$ cat src/rtl/sha1kd_pkg.sv
`default_nettype none
// ----------------------------------------------------------------------------
// sha1kd_pkg - shared types and constants for the SHA-1 key derivation block
// Holds the fixed message words, the SHA-1 initial value and round constants,
// and the control struct passed from the sequencer to the datapath modules.
// ----------------------------------------------------------------------------
package sha1kd_pkg;

	localparam int ROUNDS   = 80;
	localparam int RND_W    = $clog2(ROUNDS);
	localparam int WORD_W   = 32;
	localparam int WIN      = 16;
	localparam int UID_W    = 56;
	localparam int KEY_W    = 48;

	// fixed words of the padded block; words 4 and 5 carry the identifier
	localparam logic [WORD_W-1:0] MSG_W0  = 32'h0A14FD05;
	localparam logic [WORD_W-1:0] MSG_W1  = 32'h07FF4BCD;
	localparam logic [WORD_W-1:0] MSG_W2  = 32'h026BA83F;
	localparam logic [WORD_W-1:0] MSG_W3  = 32'h0A3B89A9;
	localparam logic [7:0]        MSG_B23 = 8'h28;
	localparam logic [WORD_W-1:0] MSG_W6  = 32'h63292044;
	localparam logic [WORD_W-1:0] MSG_W7  = 32'h69736E65;
	localparam logic [WORD_W-1:0] MSG_W8  = 32'h79203230;
	localparam logic [WORD_W-1:0] MSG_W9  = 32'h31338000;
	localparam logic [WORD_W-1:0] MSG_W15 = 32'h00000130;

	localparam logic [WORD_W-1:0] IV0 = 32'h67452301;
	localparam logic [WORD_W-1:0] IV1 = 32'hEFCDAB89;
	localparam logic [WORD_W-1:0] IV2 = 32'h98BADCFE;
	localparam logic [WORD_W-1:0] IV3 = 32'h10325476;
	localparam logic [WORD_W-1:0] IV4 = 32'hC3D2E1F0;

	localparam logic [WORD_W-1:0] K0 = 32'h5A827999;
	localparam logic [WORD_W-1:0] K1 = 32'h6ED9EBA1;
	localparam logic [WORD_W-1:0] K2 = 32'h8F1BBCDC;
	localparam logic [WORD_W-1:0] K3 = 32'hCA62C1D6;

	// sequencer to datapath control
	typedef struct packed {
		logic load;   // start of a new block
		logic step;   // advance one round
	} sha1kd_ctrl_t;

endpackage : sha1kd_pkg
`default_nettype wire

$ cat src/rtl/sha1kd_sched.sv
`default_nettype none
// ----------------------------------------------------------------------------
// sha1kd_sched - SHA-1 message schedule
// Sixteen-word sliding window; word 0 feeds the current round and a new
// expanded word enters at the top on every step.
// ----------------------------------------------------------------------------
module sha1kd_sched
	import sha1kd_pkg::*;
(
	input  wire                 clk,
	input  sha1kd_ctrl_t        ctrl,
	input  wire [UID_W-1:0]     uid,
	output logic [WORD_W-1:0]   w
);

	logic [WORD_W-1:0] win_q [WIN];
	logic [WORD_W-1:0] mix;
	logic [WORD_W-1:0] w_new;

	assign mix   = win_q[13] ^ win_q[8] ^ win_q[2] ^ win_q[0];
	assign w_new = {mix[WORD_W-2:0], mix[WORD_W-1]};
	assign w     = win_q[0];

	always_ff @(posedge clk) begin
		if (ctrl.load) begin
			win_q[0]  <= MSG_W0;
			win_q[1]  <= MSG_W1;
			win_q[2]  <= MSG_W2;
			win_q[3]  <= MSG_W3;
			win_q[4]  <= uid[55:24];
			win_q[5]  <= {uid[23:0], MSG_B23};
			win_q[6]  <= MSG_W6;
			win_q[7]  <= MSG_W7;
			win_q[8]  <= MSG_W8;
			win_q[9]  <= MSG_W9;
			win_q[10] <= '0;
			win_q[11] <= '0;
			win_q[12] <= '0;
			win_q[13] <= '0;
			win_q[14] <= '0;
			win_q[15] <= MSG_W15;
		end else if (ctrl.step) begin
			for (int i = 0; i < WIN - 1; i++) begin
				win_q[i] <= win_q[i+1];
			end
			win_q[WIN-1] <= w_new;
		end
	end

endmodule : sha1kd_sched
`default_nettype wire

$ cat src/rtl/sha1kd_round.sv
`default_nettype none
// ----------------------------------------------------------------------------
// sha1kd_round - SHA-1 compression round unit
// Working registers a..e and one shared round datapath, reused for all
// eighty rounds; final feed-forward of the first two digest words.
// ----------------------------------------------------------------------------
module sha1kd_round
	import sha1kd_pkg::*;
(
	input  wire                 clk,
	input  sha1kd_ctrl_t        ctrl,
	input  wire [RND_W-1:0]     rnd,
	input  wire [WORD_W-1:0]    w,
	output logic [WORD_W-1:0]   h0,
	output logic [WORD_W-1:0]   h1
);

	logic [WORD_W-1:0] a_q, b_q, c_q, d_q, e_q;
	logic [WORD_W-1:0] f, k, t;

	always_comb begin
		priority if (rnd < RND_W'(20)) begin
			f = (b_q & c_q) | (~b_q & d_q);
			k = K0;
		end else if (rnd < RND_W'(40)) begin
			f = b_q ^ c_q ^ d_q;
			k = K1;
		end else if (rnd < RND_W'(60)) begin
			f = (b_q & c_q) | (b_q & d_q) | (c_q & d_q);
			k = K2;
		end else begin
			f = b_q ^ c_q ^ d_q;
			k = K3;
		end
	end

	assign t = {a_q[WORD_W-6:0], a_q[WORD_W-1:WORD_W-5]} + f + e_q + k + w;

	always_ff @(posedge clk) begin
		if (ctrl.load) begin
			a_q <= IV0;
			b_q <= IV1;
			c_q <= IV2;
			d_q <= IV3;
			e_q <= IV4;
		end else if (ctrl.step) begin
			a_q <= t;
			b_q <= a_q;
			c_q <= {b_q[1:0], b_q[WORD_W-1:2]};
			d_q <= c_q;
			e_q <= d_q;
		end
	end

	assign h0 = a_q + IV0;
	assign h1 = b_q + IV1;

endmodule : sha1kd_round
`default_nettype wire

$ cat src/rtl/uid_keyed_sha1_key_derivation.sv
`default_nettype none
// ----------------------------------------------------------------------------
// uid_keyed_sha1_key_derivation - card key derivation by SHA-1 over the UID
// Places a seven-byte UID into a fixed seed message, hashes it with SHA-1 and
// returns six digest bytes as a sector key.
// ----------------------------------------------------------------------------
// A seven-byte UID transfer (first byte in bits 55:48) starts one SHA-1 block
// computation over the fixed 38-byte seed with the UID at byte offset 16; the
// result transfer is a 48-bit key built from digest bytes 3,2,1,0,7,6, first
// key byte in bits 47:40. One compression round runs per clock on a single
// shared round unit fed by a sixteen-word schedule window. The load happens
// at the accepting edge, then 80 rounds run, then the digest feed-forward is
// captured in the output register; the next input transfer can follow once
// the sequencer is back in idle, so items do not overlap. in_stall stays
// high from the input transfer until the result has been placed in the
// output register; a held result only delays the next item if it is still
// untaken when that item finishes. No state carries between items.
// ----------------------------------------------------------------------------
module uid_keyed_sha1_key_derivation
	import sha1kd_pkg::*;
(
	input  wire                 clk,
	input  wire                 arst_n,
	// input channel
	input  wire                 in_valid,
	output logic                in_stall,
	input  wire [UID_W-1:0]     uid,
	// result channel
	output logic                out_valid,
	input  wire                 out_stall,
	output logic [KEY_W-1:0]    derived_key
);

	// sequencer states
	localparam logic [1:0] ST_IDLE = 2'd0;
	localparam logic [1:0] ST_RUN  = 2'd1;
	localparam logic [1:0] ST_FIN  = 2'd2;

	logic [1:0]         state_q;
	logic [RND_W-1:0]   rnd_q;
	logic               out_valid_q;
	logic [KEY_W-1:0]   key_q;

	sha1kd_ctrl_t       ctrl;
	logic               in_xfer;
	logic               out_free;
	logic [WORD_W-1:0]  w;
	logic [WORD_W-1:0]  h0, h1;

	assign in_stall  = (state_q != ST_IDLE);
	assign in_xfer   = in_valid && !in_stall;
	// output register can take a new key when empty or being drained now
	assign out_free  = !out_valid_q || !out_stall;

	assign ctrl.load = in_xfer;
	assign ctrl.step = (state_q == ST_RUN);

	sha1kd_sched u_sched (
		.clk  (clk),
		.ctrl (ctrl),
		.uid  (uid),
		.w    (w)
	);

	sha1kd_round u_round (
		.clk  (clk),
		.ctrl (ctrl),
		.rnd  (rnd_q),
		.w    (w),
		.h0   (h0),
		.h1   (h1)
	);

	// sequencer
	always_ff @(posedge clk or negedge arst_n) begin
		if (!arst_n) begin
			state_q <= ST_IDLE;
			rnd_q   <= '0;
		end else begin
			unique case (state_q)
				ST_IDLE: begin
					if (in_xfer) begin
						state_q <= ST_RUN;
						rnd_q   <= '0;
					end
				end
				ST_RUN: begin
					if (rnd_q == RND_W'(ROUNDS - 1)) begin
						state_q <= ST_FIN;
					end else begin
						rnd_q <= rnd_q + 1'b1;
					end
				end
				ST_FIN: begin
					if (out_free) begin
						state_q <= ST_IDLE;
					end
				end
				default: begin
					state_q <= ST_IDLE;
				end
			endcase
		end
	end

	// result register: valid flag under reset, key payload without
	always_ff @(posedge clk or negedge arst_n) begin
		if (!arst_n) begin
			out_valid_q <= 1'b0;
		end else if ((state_q == ST_FIN) && out_free) begin
			out_valid_q <= 1'b1;
		end else if (!out_stall) begin
			out_valid_q <= 1'b0;
		end
	end

	// key = digest bytes 3,2,1,0 (H0 low to high) then 7,6 (H1 low two)
	always_ff @(posedge clk) begin
		if ((state_q == ST_FIN) && out_free) begin
			key_q <= {h0[7:0], h0[15:8], h0[23:16], h0[31:24], h1[7:0], h1[15:8]};
		end
	end

	assign out_valid   = out_valid_q;
	assign derived_key = key_q;

endmodule : uid_keyed_sha1_key_derivation
`default_nettype wire
$ cat config.mk
export PLATFORM = sky130hd
export DESIGN_NAME = uid_keyed_sha1_key_derivation
export DESIGN_NICKNAME = d
export VERILOG_FILES = /design/src/rtl/sha1kd_pkg.sv /design/src/rtl/sha1kd_sched.sv /design/src/rtl/sha1kd_round.sv /design/src/rtl/uid_keyed_sha1_key_derivation.sv
export SDC_FILE = /design/constraint.sdc
export NUM_CORES = 1
export LEC_CHECK = 0
export BUFFER_PORTS_ARGS = -buffer_cell sky130_fd_sc_hd__buf_2
export CAP_MARGIN = 10
export CORE_MARGIN = 4
export CORE_UTILIZATION = 60
export CTS_BUF_LIST = sky130_fd_sc_hd__clkbuf_2
export DETAILED_ROUTE_END_ITERATION = 7
export PLACE_DENSITY = 0.88
export SETUP_SLACK_MARGIN = 0.15
export SLEW_MARGIN = 15
export SYNTH_ARGS = -nofsm -noshare
export SYNTH_HDL_FRONTEND = slang
export SYNTH_SLANG_ARGS = --single-unit
export TNS_END_PERCENT = 1
$ cat constraint.sdc
create_clock -name clk -period 25.9 [get_ports clk]
set_input_delay 2.59 -clock clk [delete_from_list [all_inputs] [get_ports clk]]
set_output_delay 2.59 -clock clk [all_outputs]
set_load 0.01 [all_outputs]
==> results by group <==
GRT
  • Largest net degree at the start of global routing: 253
  • Initial antenna violation count: 3
  • Global route overflow: 0
  • First-pass GRT wire length: 111 mm
  • Vias in the first global route: 21.6k
  • Global Route Usage Sum: 23.5%

Floorplan
  • Initial Utilization: 60.8%
  • FP Rows: 86
  • Full die area: 59,800 µm²
  • Die Span Y: 245 µm
  • IO Count: 110
  • Die width: 245 µm
  • Placeable Area: 55,200 µm²

Worst hold path
  • Worst Hold Depth: 1
  • Class of the worst hold path: register to register
  • Hold wc startpoint: u_sched.win_q[0][136]

Routing
  • DR WL/cell: 18.1 µm
  • Via count: 21.2k
  • DRC Markers: 0
  • First DRT Iteration DRCs: 1,925
  • Remaining antenna violation count: 0
  • WL final: 69.5 mm
  • First drt pass iteration count: 6
  • Vias per cell: 5.52

Critical path
  • Critical Path Start: rnd_q[3]
  • RR Endpoint: u_round.a_q[21]
  • Worst Path Required: 27,150 ps
  • Worst r2r src: rnd_q[3]
  • Maximum net fanout on the critical path: 22
  • R2r worst-path depth: 18
  • Setup crit end kind: register
  • Worst setup endpoint: u_round.a_q[21]
  • R2R Setup Slk: 19,560 ps
  • Crit Path Class: register to register
  • WP data arrival: 7590 ps
  • Setup crit start kind: register

Synth
  • Register area share after synthesis: 60.4%
  • YS warnings: 0
  • Post-Syn Instances: 2,810
  • Synth top cells by count: edfxtp_1 (560), nand2_1 (340), and2_1 (315), nor2_1 (192), inv_1 (164)
  • Yosys cell types: 63
  • Yosys top cell by area: edfxtp_1
  • Post-synth top area share: 50.1%
  • Synth area leaders: edfxtp_1 (50%), dfxtp_1 (9.5%), fa_1 (6.8%), and2_1 (5.9%), nand2_1 (3.8%)
  • Ys async rst share: 1.37%
  • Syn nets: 3,032
  • Post-Syn Area: 33,600 µm²
  • EDFF count, synth: 560
  • Synthesized flop and latch total: 730
  • Mean Syn Cell Area: 11.9 µm²
  • Ys flop type: edfxtp_1
  • Top-count cell post-synth: edfxtp_1

Placed design
  • Placed cell area: 34,700 µm²
  • Routability congestion estimate from global placement: 0.894
  • IO Port Bufs: 109
  • Pre-CTS setup slack: 19,570 ps
  • HPWL Detailed: 44.6 mm

Timing
  • Final Hold Viols: 0
  • Fmax: 0.158 GHz
  • Final period util: 24.5%
  • Tightest Pin Transition: 1150 ps
  • Min Tclk post-route: 6340 ps
  • RSZ-0062 raised after global routing: no
  • Final worst slack: 19,560 ps
  • Relative slew slack: 23.1%
  • TNS Setup: 0 ps
  • Final setup viols: 0
  • Worst Skew: 112 ps
  • Slew Limit Fails: 0

Clock network
  • Num CTS Buffers: 176
  • Hold_buf cts: 0
  • Max clock buf depth: 3
  • Htree depth: 4
  • CTS clock-pin slew for the worst setup and hold paths: 110 ps
  • # clock sinks: 730
  • CTS resizes: 0
  • CTS Root Cell: clkbuf_2
  • TritonCTS clock tree: built
  • Post-CTS setup buffers: 0
  • Worst skew pair latency: 1320 ps

Run status
  • Status: finished, final reports clean

Final layout
  • FILL cells: 3,883
  • Final Instance Area: 36,300 µm²
  • Layout area overhead: 8.02%
  • Layout Utilization: 65.7%
  • Layout cells sized above 1: 13.7%
  • Final nets: 3,195
  • FF+latch area: 20,300 µm²
  • Multi-input gate area: 12,200 µm²

Flow run
  • Max Cap Viol: 0
metal layers:
metal	routed length [µm]	global-route usage, %	vias to the layer above
li1	-	-	9859
met1	29400	32.4	10400
met2	32500	36.4	830
met3	5240	4.89	174
met4	2420	10.5	0
met5	0	0	-
state kept, by name, indices dropped and copies added (netlist names):
name           cells
u_round.a_q       32
derived_key       48
u_round.b_q       32
u_sched.win_q    512
u_round.d_q       32
u_round.c_q       32
u_round.e_q       32
out_valid          1
state_q            2
rnd_q              7
layout by cell type, fill, tap and decap left out, types with 114 or more instances in the layout:
cell type  count
nand2b_1     118
nand2_1      339
nor2_1       192
and2_1       315
inv_1        163
xnor2_1      141
clkbuf_2     251
dfxtp_1      160
edfxtp_1     560
o21ai_0      127
fa_1         114
critical path: stages (launching register included):
cell and delay [ps]:
dfrtp_1 460, o21ai_0 280, or3_1 170, buf_4 320
clkinv_1 720, a221o_1 600, fa_1 530, fa_1 560
inv_1 60, fa_1 530, inv_1 40, ha_1 390
nand2_1 70, o21ai_0 220, o21ai_1 200, o211ai_1 600
o2111ai_1 210, a211o_1 330, nand3_1 70
layout make-up:
class / count / area share [%]
Multi-Input combinational cell: 1771 / 33.5
Clock buffer: 251 / 3.47
Timing Repair Buffer: 127 / 1.91
Sequential cell: 730 / 55.9
Clock inverter: 53 / 0.839
Tap cell: 748 / 2.58
Inverter: 167 / 1.75
Antenna cell: 1 / 0.00690
per-stage QoR:
stage	cells	hold slack (ps)
finish	3848	462
global route	3848	487
CTS	3847	455
detailed placement	3543	462
global placement	3543	452
floorplan	2810	440
worst min-delay path by stage:
stage                             to  slack (ps)
2_1_floorplan         u_round.e_q[0]         440
3_3_place_gp          u_round.e_q[0]         450
3_5_place_dp          u_round.e_q[0]         460
4_1_cts        u_sched.win_q[0][104]         450
5_1_grt               u_round.e_q[0]         490
6_report       u_sched.win_q[0][104]         460
cell families (layout without fill, tap and decap cells):
| family | after synthesis | in the layout | share of synthesized area [%] |
|---|---|---|---|
| mux | 32 | 32 | 0.954 |
| simple gates | 1058 | 1058 | 15.6 |
| other cells | 0 | 1 | 0 |
| fa+ha+maj | 162 | 162 | 8.59 |
| flops | 730 | 730 | 60.4 |
| compound gates | 343 | 343 | 6.35 |
| buf+inv | 309 | 598 | 3.49 |
| xor+xnor | 176 | 176 | 4.59 |
Power is left out: the tool's default activity adds up to more than one toggle a clock period on the data nets, which glitch-free logic cannot reach.
